<file path="src/sv/fcl_pkg.sv">
// Shared types and constants of the fully connected layer.
package fcl_pkg;

  localparam int unsigned VALUE_W      = 16;
  localparam int unsigned INDEX_W      = 12;
  localparam int unsigned OP_W         = 2;
  localparam int unsigned CFG_W        = 7;
  localparam int unsigned CFG_INDEX_W  = 2;
  localparam int unsigned ACC_W        = 48;
  localparam int unsigned PROD_W       = 2 * VALUE_W;
  localparam int unsigned FRAC_W       = 12;
  localparam int unsigned VEC_DEPTH    = 64;
  localparam int unsigned VEC_AW       = 6;
  localparam int unsigned BIAS_DEPTH   = 64;
  localparam int unsigned BIAS_AW      = 6;
  localparam int unsigned WEIGHT_DEPTH = 4096;
  localparam int unsigned NEURON_W     = 6;

  // Input operation codes
  localparam logic [OP_W-1:0] OP_WEIGHT = 2'd0;
  localparam logic [OP_W-1:0] OP_BIAS   = 2'd1;
  localparam logic [OP_W-1:0] OP_INPUT  = 2'd2;

  // Configuration register indexes
  localparam logic [CFG_INDEX_W-1:0] REG_INPUT_COUNT  = 2'd0;
  localparam logic [CFG_INDEX_W-1:0] REG_NEURON_COUNT = 2'd1;

  // Commands from the controller to the datapath
  typedef struct packed {
    logic                  wt_we;
    logic                  bias_we;
    logic                  vec_we;
    logic                  bias_rd;
    logic                  mac_rd;
    logic [BIAS_AW-1:0]    bias_addr;
    logic [VEC_AW-1:0]     vec_addr;
    logic [INDEX_W-1:0]    wt_addr;
    logic                  emit;
    logic                  zero;
    logic [NEURON_W-1:0]   out_index;
    logic                  out_last;
  } fcl_cmd_t;

  // Status from the datapath to the controller
  typedef struct packed {
    logic pipe_busy;
    logic out_free;
  } fcl_stat_t;

endpackage

</file>
<file path="src/sv/fcl_ctrl.sv">
// Sequencer: configuration registers, table writes and neuron/element loops.
module fcl_ctrl
  import fcl_pkg::*;
#(
  parameter int unsigned MAX_INPUTS  = 64,
  parameter int unsigned MAX_NEURONS = 64
) (
  input  logic                   clk_i,
  input  logic                   rst_ni,
  input  logic                   cfg_we_i,
  input  logic [CFG_INDEX_W-1:0] cfg_index_i,
  input  logic [CFG_W-1:0]       cfg_data_i,
  input  logic                   in_valid_i,
  output logic                   in_ready_o,
  input  logic [OP_W-1:0]        in_op_i,
  input  logic [INDEX_W-1:0]     in_index_i,
  input  logic                   in_last_i,
  input  logic                   in_vvalid_i,
  input  fcl_stat_t              stat_i,
  output fcl_cmd_t               cmd_o
);

  localparam logic [CFG_W-1:0]   NiMax   = CFG_W'(VEC_DEPTH);
  localparam logic [CFG_W-1:0]   NnMax   = CFG_W'(MAX_NEURONS);
  localparam logic [INDEX_W-1:0] WtStep  = INDEX_W'(MAX_INPUTS);
  localparam logic [INDEX_W-1:0] BiasLim = INDEX_W'(MAX_NEURONS);

  typedef enum logic [1:0] {
    S_IDLE,
    S_BIAS,
    S_MAC,
    S_FINISH
  } state_e;

  state_e               state_q;
  logic [CFG_W-1:0]     in_count_q, nr_count_q;
  logic [NEURON_W-1:0]  n_q;
  logic [VEC_AW-1:0]    i_q;
  logic [INDEX_W-1:0]   base_q;
  logic                 vvalid_q;

  logic [CFG_W-1:0] ni_eff, nn_eff;
  logic             accept, start, i_last, n_last;

  assign ni_eff = (in_count_q > NiMax) ? NiMax : in_count_q;
  assign nn_eff = (nr_count_q > NnMax) ? NnMax : nr_count_q;
  assign i_last = ({1'b0, i_q} == ni_eff - CFG_W'(1));
  assign n_last = ({1'b0, n_q} == nn_eff - CFG_W'(1));

  assign in_ready_o = (state_q == S_IDLE);
  assign accept     = in_valid_i & in_ready_o;
  assign start      = accept & (in_op_i == OP_INPUT) & in_last_i;

  always_comb begin
    cmd_o           = '0;
    cmd_o.wt_we     = accept & (in_op_i == OP_WEIGHT);
    cmd_o.bias_we   = accept & (in_op_i == OP_BIAS) & (in_index_i < BiasLim);
    cmd_o.vec_we    = accept & (in_op_i == OP_INPUT) & (in_index_i < INDEX_W'(VEC_DEPTH));
    cmd_o.bias_rd   = (state_q == S_BIAS);
    cmd_o.mac_rd    = (state_q == S_MAC);
    cmd_o.bias_addr = n_q;
    cmd_o.vec_addr  = i_q;
    cmd_o.wt_addr   = base_q + INDEX_W'(i_q);
    cmd_o.emit      = (state_q == S_FINISH) & ~stat_i.pipe_busy & stat_i.out_free;
    cmd_o.zero      = ~vvalid_q;
    cmd_o.out_index = n_q;
    cmd_o.out_last  = n_last;
  end

  always_ff @(posedge clk_i or negedge rst_ni) begin
    if (!rst_ni) begin
      state_q    <= S_IDLE;
      in_count_q <= CFG_W'(1);
      nr_count_q <= CFG_W'(1);
      n_q        <= '0;
      i_q        <= '0;
      base_q     <= '0;
      vvalid_q   <= 1'b0;
    end else begin
      if (cfg_we_i) begin
        unique case (cfg_index_i)
          REG_INPUT_COUNT:  in_count_q <= cfg_data_i;
          REG_NEURON_COUNT: nr_count_q <= cfg_data_i;
          default: ;
        endcase
      end
      unique case (state_q)
        S_IDLE: begin
          if (start) begin
            vvalid_q <= in_vvalid_i;
            n_q      <= '0;
            base_q   <= '0;
            if (nn_eff != '0) begin
              state_q <= S_BIAS;
            end
          end
        end
        S_BIAS: begin
          i_q <= '0;
          state_q <= (ni_eff == '0) ? S_FINISH : S_MAC;
        end
        S_MAC: begin
          if (i_last) begin
            state_q <= S_FINISH;
          end else begin
            i_q <= i_q + VEC_AW'(1);
          end
        end
        S_FINISH: begin
          if (cmd_o.emit) begin
            if (n_last) begin
              state_q <= S_IDLE;
            end else begin
              n_q     <= n_q + NEURON_W'(1);
              base_q  <= base_q + WtStep;
              state_q <= S_BIAS;
            end
          end
        end
        default: state_q <= S_IDLE;
      endcase
    end
  end

endmodule

</file>
<file path="config.mk">
export PLATFORM = sky130hd
export DESIGN_NAME = fcl_ctrl
export DESIGN_NICKNAME = d
export VERILOG_FILES = /design/src/sv/fcl_pkg.sv /design/src/sv/fcl_ctrl.sv
export SDC_FILE = /design/constraint.sdc
export NUM_CORES = 1
export LEC_CHECK = 0
export BUFFER_PORTS_ARGS = -buffer_cell sky130_fd_sc_hd__buf_4
export CELL_PAD_IN_SITES_DETAIL_PLACEMENT = 1
export CELL_PAD_IN_SITES_GLOBAL_PLACEMENT = 1
export CORE_MARGIN = 1.5
export CORE_UTILIZATION = 35
export DETAILED_ROUTE_END_ITERATION = 10
export PLACE_DENSITY = 0.86
export RECOVER_POWER = 50
export SLEW_MARGIN = 20
export SYNTH_ARGS = -nofsm -noshare
export SYNTH_HDL_FRONTEND = slang
export SYNTH_SLANG_ARGS = --single-unit
</file>
<file path="constraint.sdc">
create_clock -name clk_i -period 2.8 [get_ports clk_i]
set_input_delay 0 -clock clk_i [delete_from_list [all_inputs] [get_ports clk_i]]
set_output_delay 0 -clock clk_i [all_outputs]
set_load 0.02 [all_outputs]
</file>
==> results of run 1 <==
[per-layer routing]
layer	part of all wire (%)	vias up
met4	1.3	0
li1	-	1034
met1	44	1094
met5	0	-
met2	51	46
met3	3.8	8
[flip-flops by register name, summed over array words and instances (netlist names)]
register    flops
base_q          6
i_q             6
in_count_q      7
n_q             6
nr_count_q      7
state_q         2
vvalid_q        1
[area by class of cell]
class                           instances  area share [%]
Tap cell                               96            3.75
Inverter                               10            1.17
Multi-Input combinational cell        191            44.6
Sequential cell                        35            27.4
Clock buffer                            5            2.15
Clock inverter                          3            2.11
Timing Repair Buffer                   81            18.9
[where the power goes]
group	switching, mW	internal [mW]	total [mW]
sequential	0.211	0.627	0.838
combinational	0.642	0.513	1.15
clock	0.200	0.355	0.555
total	1.05	1.49	2.55
[worst min-delay path by stage]
| stage | start | end | slack, ns |
|---|---|---|---|
| floorplan | rst_ni | base_q[10] | -0.30 |
| global placement | rst_ni | base_q[11] | -0.02 |
| detailed placement | rst_ni | base_q[11] | -0.007 |
| CTS | in_op_i[1] | vvalid_q | 0.20 |
| global route | in_last_i | vvalid_q | 0.23 |
| finish | in_op_i[1] | vvalid_q | 0.20 |
[worst reg2reg max path: stages (launching register included)]
cell and delay (ns):
dfstp_2 0.60, or2b_1 0.27, ha_1 0.25, nor3b_2 0.17, mux2i_1 0.12, o22a_1 0.23
nor4_4 0.31, o221a_2 0.25, mux2_1 0.31
[layout by cell type (no fill, tap or decap), types with 2 or more instances in the layout]
master          n
nand3b_1        2
nand2b_1        6
nor3b_2         2
inv_1           9
nand2_1        30
xnor2_1         9
mux2_2         15
a31oi_1         2
clkbuf_8        5
nor2b_1         3
a21oi_2         9
mux2i_1        16
nor3_1          6
nand4_1         4
o21a_1          2
nor4_1          4
bufinv_16       2
nor3_2          2
clkbuf_1        7
o21ai_0         3
ha_1           10
nor2_1         10
a21oi_1         6
dfrtp_1        33
buf_4          65
and4_1          2
o31ai_1         2
and3_1          4
nor3b_1         2
dlygate4sd3_1   9
o22ai_1         2
xor2_1          3
nand3_1        13
o22a_1          2
[per-stage QoR]
stage	setup WS [ns]	util (%)	hold WS, ns	std cells
3_5_place_dp	0.199	43.6	-0.00727	400
6_report	0.170	46.9	0.202	421
5_1_grt	0.0229	46.9	0.225	421
2_1_floorplan	0.168	-	-0.296	263
4_1_cts	0.142	46.9	0.202	417
3_3_place_gp	0.296	43.6	-0.0197	400
[logic make-up (layout without fill, tap and decap cells)]
kind of cell	count (synthesis)	count (layout)
DFF	35	35
muxes	32	32
AOI/OAI and AO/OA	37	37
adders and majority gates	10	10
xor gates and xnor gates	12	12
and+or+nand+nor	100	100
buffers and inverters	37	99
[timing repair]
| action | CTS | global route |
|---|---|---|
| hold buffers | 9 | 0 |
| hold endpoints to repair | 48 | 0 |
| setup endpoints to repair | 0 | 2 |
| setup buffers | 0 | 4 |
==> flow_summary_export.csv, run 1 <==
group,metric,value,unit
placed_design,gp_congestion,0.792,
yosys,avgSynthCellArea,9.51,um2
finish,antennaDiodeCount,0,
clock_tree,root_buffer,"clkbuf_8",
yosys,synthCells,263,
finish,regArea,878,um2
setup_path,path_cells,"or2b_1 -> ha_1 -> nor3b_2 -> mux2i_1 -> o22a_1 -> nor4_4 -> o221a_2 -> mux2_1",
setup_path,critPathBufInv,0,
sta,setup_viol,0,
setup_path,startpoint_type,"flip-flop",
clock_tree,worstSkewPairLatency,0.29,ns
power_and_ir_drop,power.total,2.55,mW
setup_path,cp-startpoint,"in_count_q[0]",
setup_path,cp-endpoint,"state_q[1]",
placed_design,dpl_cell_area,2980,um2
run_status,status,"complete, but fails checks",
drt,routed_wl,6520,um
drt,vias,2182,
placed_design,dpl.hpwl,4730,um
global_routing,grt.met1_usage,23.0,%
sta,slew_violations,36,
clock_tree,clk_path_buf_depth,2,
setup_path,crit_family,"simple AND/OR/NAND/NOR gates",
setup_path,required,2.97,ns
drt,wire_per_inst,15.5,um
clock_tree,htreeDepth,2,
yosys,synth_nets,304,
sta,tns,0,ns
yosys,ys_types,56,
clock_tree,cts_buffers,5,
yosys,synth_commonest_cells,"dfrtp_1 (33), nand2_1 (30), mux2i_1 (16)",
yosys,synth_fa_ha_area_share,5.01,%
run,drv_cap,1,
power_and_ir_drop,vdd.ir_drop.worst,0.000238,V
yosys,yosysMostFrequentCell,"dfrtp_1",
sta,finalHoldViolCount,0,
clock_tree,cts_resized,0,
drt,drt.antenna.violating_nets,0,
clock_tree,clk_pin_slew_worst_paths,0.08,ns
setup_path,timing.rr.end,"state_q[1]",
global_routing,use_met3,3.22,%
yosys,synth-edff-count,0,
die,rows,30,
global_routing,grt-ovfl-total,0,
hold_path,hold_class,"input pin to flip-flop",
sta,finClkSkew,0.00416,ns
yosys,yosys.area_share.simple,22.7,%
sta,worstMarginPinSlew,2.01,ns
die,initial_core_util,36.6,%
power_and_ir_drop,power.density,795,nW/um2
yosys,synth_compound_area_share,11.7,%
finish,drive_gt1_share,33.5,%
setup_path,rr_worst_depth,8,
yosys,synthTopCellsByArea,"dfrtp_1 (33%), mux2_2 (6.8%), mux2i_1 (6.4%)",
drt,via_per_inst,5.18,
finish,multi_input_area,1430,um2
clock_tree,clock_sinks,35,
die,core,6830,um2
die,dieArea,7660,um2
yosys,synthFlopType,"dfrtp_1",
setup_path,worstSetupPathType,"flip-flop to flip-flop",
yosys,yosysTopAreaCellShare,33.0,%
die,io_pins,70,
setup_path,cp_max_fo,7,
yosys,synth_xor_area_share,4.20,%
global_routing,antenna_found_initial,0,
global_routing,grtUsageTotal,18.0,%
finish,fill_cells,821,
sta,slew_headroom,-34.2,%
setup_path,rrSetupSlack,0.17,ns
run_status,violations,"max-capacitance violations, max-slew violations",
placed_design,io_buffers,63,
global_routing,grt_pass1_vias,2231,
global_routing,use_met2,31.3,%
finish,fin_nets,365,
setup_path,cp_slowest_cell,"dfstp_2",
global_routing,grt-busiest-layer,"met2",
power_and_ir_drop,power.leakage,1.41,nW
yosys,yosysSeqAreaShare,35.1,%
global_routing,grt_pass1_wl,10800,um
yosys,synth_async_sr_flop_share,100,%
setup_path,r2r-start,"in_count_q[0]",
die,fp.dieH,87.5,um
hold_path,worstHoldPathCells,3,
yosys,ys_seq_elements,35,
sta,rsz0062_at_grt,"no",
clock_tree,cts_tree,"done",
yosys,synth_top_family_by_area,"simple AND/OR/NAND/NOR gates",
yosys,synth_top_cell_by_area,"dfrtp_1",
global_routing,grt_max_degree,36,
drt,drcViolationCount,0,
finish,fin_area,3210,um2
sta,period_share,93.9,%
drt,drt_pass1_iterations,4,
setup_path,cp-end-kind,"flip-flop",
setup_path,cp.arrival,2.80,ns
yosys,ys_warn_count,0,
finish,area_growth,28.2,%
yosys,syn-cell-area,2500,um2
yosys,muxShareOfSynthArea,13.6,%
die,die_w,87.5,um
sta,max_freq,380,MHz
setup_path,cp_num_cells,8,
setup_path,cpPeakStageDelay,0.60,ns
drt,drt_iter0_drc,87,
sta,min_period,2.63,ns
Note: power is estimated with default switching activity, not from simulation.
==> run 2: changes to the inputs <==
--- a/config.mk
+++ b/config.mk
@@ -9,9 +9,9 @@
 export CELL_PAD_IN_SITES_DETAIL_PLACEMENT = 1
 export CELL_PAD_IN_SITES_GLOBAL_PLACEMENT = 1
 export CORE_MARGIN = 1.5
-export CORE_UTILIZATION = 35
+export CORE_UTILIZATION = 36
 export DETAILED_ROUTE_END_ITERATION = 10
-export PLACE_DENSITY = 0.86
+export PLACE_DENSITY = 0.88
 export RECOVER_POWER = 50
 export SLEW_MARGIN = 20
 export SYNTH_ARGS = -nofsm -noshare
==> flow_summary_export.csv, run 2 (synthesized netlist as in run 1, its figures left out) <==
group,metric,value,unit
finish,fin_cells,401,
global_routing,grt_pass1_vias,2143,
sta,slew_violations,36,
setup_path,cpPeakStageDelay,0.59,ns
sta,min_period,2.62,ns
die,rows,30,
setup_path,rr_worst_depth,8,
clock_tree,clock_sinks,35,
setup_path,cp_max_fo,7,
placed_design,post-place-ws,0.224,ns
setup_path,cp.arrival,2.62,ns
power_and_ir_drop,vdd.ir_drop.worst,0.000247,V
finish,area_growth,25.0,%
placed_design,dpl.hpwl,4650,um
setup_path,startpoint_type,"flip-flop",
hold_path,worstHoldPathCells,3,
sta,finClkSkew,0.0128,ns
setup_path,cp-startpoint,"nr_count_q[0]",
power_and_ir_drop,power.density,763,nW/um2
drt,drt_pass1_iterations,4,
die,core,6760,um2
drt,routed_wl,6330,um
drt,drt.antenna.violating_nets,0,
setup_path,required,2.80,ns
sta,period_share,93.7,%
placed_design,io_buffers,63,
sta,setup_viol,0,
drt,drt_iter0_drc,92,
run_status,violations,"max-capacitance violations, max-slew violations",
drt,via_per_inst,5.29,
sta,tns,0,ns
clock_tree,postCtsSetupBuffers,0,
clock_tree,worstSkewPairLatency,0.30,ns
sta,worstMarginPinSlew,1.96,ns
finish,fin_nets,361,
die,die_w,86.3,um
clock_tree,clk_path_buf_depth,2,
finish,final_common_cell,"buf_4",
placed_design,dp.cells,384,
sta,max_freq,381,MHz
finish,final_cell_mix,"buf_4 (61), dfrtp_1 (33), nand2_1 (30)",
placed_design,gp_congestion,0.817,
global_routing,grtUsageTotal,17.7,%
die,initial_core_util,37.0,%
clock_tree,clk_pin_slew_worst_paths,0.08,ns
die,io_pins,70,
global_routing,grt-ovfl-total,0,
sta,setup_slack,0.177,ns
clock_tree,cts_buffers,5,
die,dieArea,7450,um2
drt,vias,2123,
clock_tree,htreeDepth,2,
finish,top_regs,"in_count_q (7), nr_count_q (7)",
clock_tree,cts_tree,"done",
setup_path,cp_common_cell,"buf_4",
die,fp.dieH,86.3,um
setup_path,timing.rr.end,"state_q[1]",
hold_path,hold_class,"input pin to flip-flop",
global_routing,grt_pass1_wl,10400,um
global_routing,antenna_found_initial,0,
drt,wire_per_inst,15.8,um
setup_path,r2r-start,"in_count_q[0]",
setup_path,rrSetupSlack,0.20,ns
setup_path,worstSetupPathType,"flip-flop to output port",
finish,drive_gt1_share,32.7,%
global_routing,grt_max_degree,36,
hold_path,holdPathEnd,"vvalid_q",
hold_path,holdCritStartpoint,"in_op_i[1]",
sta,slew_headroom,-30.4,%
finish,antennaDiodeCount,0,
clock_tree,root_buffer,"clkbuf_8",
setup_path,cp_slowest_cell,"dfstp_1",
power_and_ir_drop,power.leakage,1.36,nW
run_status,status,"complete, but fails checks",
setup_path,path_cells,"nor3_1 -> nor3b_2 -> or4_4 -> a211oi_4 -> buf_4 -> and2_1 -> buf_4",
drt,drcViolationCount,0,
run,drv_cap,1,
finish,fill_cells,795,
setup_path,cp-end-kind,"output port",
sta,finalHoldViolCount,0,
[run 2: cell count changes in the layout (fill, tap and decap cells not counted), sizes merged]
cell,before,now
inv,10,11
buf,65,61
bufinv,2,0
clkinvlp,1,2
[run 2: critical path, delay by kind of cell, from the launching register on]
family          cells  cell delay [ns]
compound gates      1             0.49
buf+inv             2             0.37
flops               1             0.59
simple gates        4             0.86
[run 2: how the worst max path moves through the flow]
| stage | end | slack, ns | cells past startpoint |
|---|---|---|---|
| after global routing | cmd_o[0] | -0.003 | 10 |
| after global placement | state_q[1] | 0.29 | 8 |
| after floorplan | state_q[1] | 0.17 | 8 |
| after detailed placement | state_q[1] | 0.22 | 8 |
| final | cmd_o[0] | 0.18 | 7 |
| after CTS | cmd_o[0] | 0.15 | 9 |
[run 2: layout make-up]
class	count	area, um2	area share [%]
multi-input cells	191	1440	46.1
flip-flops and latches	35	878	28.1
repair buffers	77	574	18.4
well taps	80	100	3.20
clock buffers	5	68.8	2.20
inverters	10	37.5	1.20
clock inverters	3	23.8	0.761
[run 2: what timing repair did]
| action | CTS | global route |
|---|---|---|
| resized for setup | 0 | 1 |
| hold endpoints to repair | 50 | 0 |
| endpoints found under the setup margin | 0 | 1 |
| hold buffers | 9 | 0 |
[run 2: per-layer routing]
metal | up-vias | GRT usage [%] | wire (um)
li1 | 1028 | - | -
met1 | 1043 | 23.0 | 2820
met2 | 46 | 30.0 | 3180
met3 | 6 | 3.05 | 257
met4 | 0 | 5.28 | 78
met5 | - | 0 | 0
[run 2: power breakdown]
group	internal, mW	leakage (nW)	switching, mW
logic	0.504	0.883	0.650
registers	0.627	0.440	0.213
clock network	0.178	0.0408	0.211
[run 2: through the flow]
step / power, mW / util, % / cell area [um2] / hold WS (ns)
after floorplan: 1.63 / - / 2500 / -0.296
after global placement: 1.92 / 43.7 / 2960 / -0.0187
after detailed placement: 1.99 / 43.7 / 2960 / -0.00826
after CTS: 2.39 / 46.4 / 3140 / 0.182
after global routing: 2.55 / 46.2 / 3120 / 0.221
final: 2.38 / 46.2 / 3120 / 0.186
==> run 3: changes to the inputs <==
--- a/config.mk
+++ b/config.mk
@@ -9,9 +9,9 @@
 export CELL_PAD_IN_SITES_DETAIL_PLACEMENT = 1
 export CELL_PAD_IN_SITES_GLOBAL_PLACEMENT = 1
 export CORE_MARGIN = 1.5
-export CORE_UTILIZATION = 36
+export CORE_UTILIZATION = 42
 export DETAILED_ROUTE_END_ITERATION = 10
-export PLACE_DENSITY = 0.88
+export PLACE_DENSITY = 0.95
 export RECOVER_POWER = 50
 export SLEW_MARGIN = 20
 export SYNTH_ARGS = -nofsm -noshare
==> constraint.sdc (replaced) <==
create_clock -name clk_i -period 3.1 [get_ports clk_i]
set_input_delay 0 -clock clk_i [delete_from_list [all_inputs] [get_ports clk_i]]
set_output_delay 0 -clock clk_i [all_outputs]
set_load 0.02 [all_outputs]
==> flow_summary_export.csv, run 3 (synthesized netlist as in run 1, its figures left out) <==
group,metric,value,unit
finish,fin_area,3070,um2
run,drv_cap,1,
placed_design,dpl.hpwl,4900,um
drt,drt_iter0_drc,119,
finish,final_core_util,54.8,%
sta,rsz0062_at_grt,"no",
setup_path,cp-end-kind,"flip-flop",
power_and_ir_drop,power.total,2.12,mW
setup_path,required,3.27,ns
finish,drive_gt1_share,30.6,%
die,dieArea,6420,um2
sta,worstMarginPinSlew,1.96,ns
sta,max_freq,368,MHz
finish,fin_nets,360,
hold_path,worstHoldPathCells,3,
hold_path,hold_class,"input pin to flip-flop",
die,io_pins,70,
clock_tree,root_buffer,"clkbuf_8",
hold_path,holdCritStartpoint,"in_last_i",
global_routing,use_met3,3.41,%
sta,finClkSkew,0.00771,ns
sta,slew_headroom,-30.7,%
die,die_w,80.2,um
global_routing,antenna_found_initial,0,
setup_path,r2r-start,"in_count_q[0]",
drt,vias,2152,
die,fp.dieH,80.2,um
die,core,5610,um2
sta,setup_viol,0,
die,rows,27,
power_and_ir_drop,power.leakage,1.34,nW
global_routing,grt_pass1_wl,10800,um
placed_design,gp_congestion,0.821,
clock_tree,clk_path_buf_depth,2,
clock_tree,clock_sinks,35,
finish,area_growth,22.9,%
setup_path,rr_worst_depth,8,
clock_tree,clk_pin_slew_worst_paths,0.08,ns
power_and_ir_drop,vdd.ir_drop.worst,0.000368,V
global_routing,use_met2,38.3,%
run_status,status,"complete, but fails checks",
sta,finalHoldViolCount,0,
clock_tree,cts_tree,"done",
clock_tree,htreeDepth,2,
finish,top_regs,"in_count_q (7), nr_count_q (7)",
global_routing,grtUsageTotal,21.7,%
clock_tree,worstSkewPairLatency,0.29,ns
drt,routed_wl,6470,um
setup_path,cp_slowest_cell,"dfstp_2",
sta,min_period,2.71,ns
global_routing,grt_max_degree,36,
setup_path,worstSetupPathType,"flip-flop to flip-flop",
run_status,violations,"max-capacitance violations, max-slew violations",
placed_design,io_buffers,63,
clock_tree,cts_buffers,5,
drt,drt.antenna.violating_nets,0,
clock_tree,postCtsSetupBuffers,0,
global_routing,grt-busiest-layer,"met2",
drt,wire_per_inst,16.5,um
drt,drcViolationCount,0,
setup_path,startpoint_type,"flip-flop",
setup_path,cp-startpoint,"in_count_q[0]",
global_routing,grt.met1_usage,26.4,%
finish,final_cell_mix,"buf_4 (54), dfrtp_1 (33), nand2_1 (30)",
drt,drt_pass1_iterations,4,
die,initial_core_util,44.6,%
sta,tns,0,ns
global_routing,grt_pass1_vias,2195,
finish,fill_cells,667,
setup_path,cpPeakStageDelay,0.60,ns
placed_design,dpl_cell_area,2940,um2
setup_path,path_cells,"or2b_1 -> ha_1 -> xor2_1 -> xnor2_1 -> nand3_1 -> nor4_4 -> o221a_2 -> mux2_1",
global_routing,grt-ovfl-total,0,
finish,multi_input_area,1430,um2
setup_path,cp_max_fo,7,
drt,via_per_inst,5.49,
finish,antennaDiodeCount,0,
power_and_ir_drop,power.density,691,nW/um2
setup_path,cp.arrival,2.89,ns
sta,slew_violations,36,
finish,regArea,878,um2
sta,period_share,87.5,%
finish,final_common_cell,"buf_4",
==> run 3: cell types whose count changed in the layout (fill, tap and decap cells not counted) <==
cell / previous run / this run
clkinvlp_4: 2 / 1
a2111oi_4: 1 / 0
inv_6: 1 / 0
buf_4: 61 / 54
a2111oi_2: 0 / 1
clkinv_4: 0 / 2
clkbuf_1: 7 / 13
==> run 3: final timing paths <==
check                                   to  slack, ns
worst min register to register    vvalid_q       0.51
worst max-delay path            state_q[1]       0.39
max in group asynchronous           n_q[1]       1.18
worst max register to register  state_q[1]       0.39
worst min-delay path              vvalid_q       0.17
min in group asynchronous        base_q[8]       0.80
==> run 3: metrics by stage <==
step                      cells  setup slack, ns  hold slack, ns
final                       392            0.386           0.168
after global routing        392            0.173           0.197
after CTS                   392            0.366           0.167
after detailed placement    375            0.391         -0.0210
after global placement      375            0.586         -0.0174
after floorplan             263            0.468          -0.296
==> run 3: critical path, delay by kind of cell (launching register included) <==
| family | cells | cell delay, ns |
|---|---|---|
| compound gates | 1 | 0.26 |
| simple gates | 3 | 0.80 |
| fa+ha+maj | 1 | 0.25 |
| mux | 1 | 0.33 |
| flops | 1 | 0.60 |
| xor+xnor | 2 | 0.35 |
==> run 3: area by class of cell <==
type | count | share of cell area [%]
clock buffers | 5 | 2.24
clock inverters | 3 | 0.814
multi-input cells | 191 | 46.5
repair buffers | 76 | 17.7
well taps | 72 | 2.93
flip-flops and latches | 35 | 28.6
inverters | 10 | 1.22
==> run 3: what timing repair did <==
action                                 CTS  global route
resized for setup                        0             0
hold buffers                             9             0
endpoints found under the hold margin   50             0
==> run 3: layer usage <==
layer	up-vias	part of all wire, %
met2	48	51
li1	1021	-
met5	-	0
met4	0	1.9
met3	9	4.1
met1	1074	43
==> run 3: power breakdown <==
| part | switching (mW) | internal, mW |
|---|---|---|
| clock network | 0.182 | 0.161 |
| logic | 0.583 | 0.437 |
| registers | 0.193 | 0.566 |
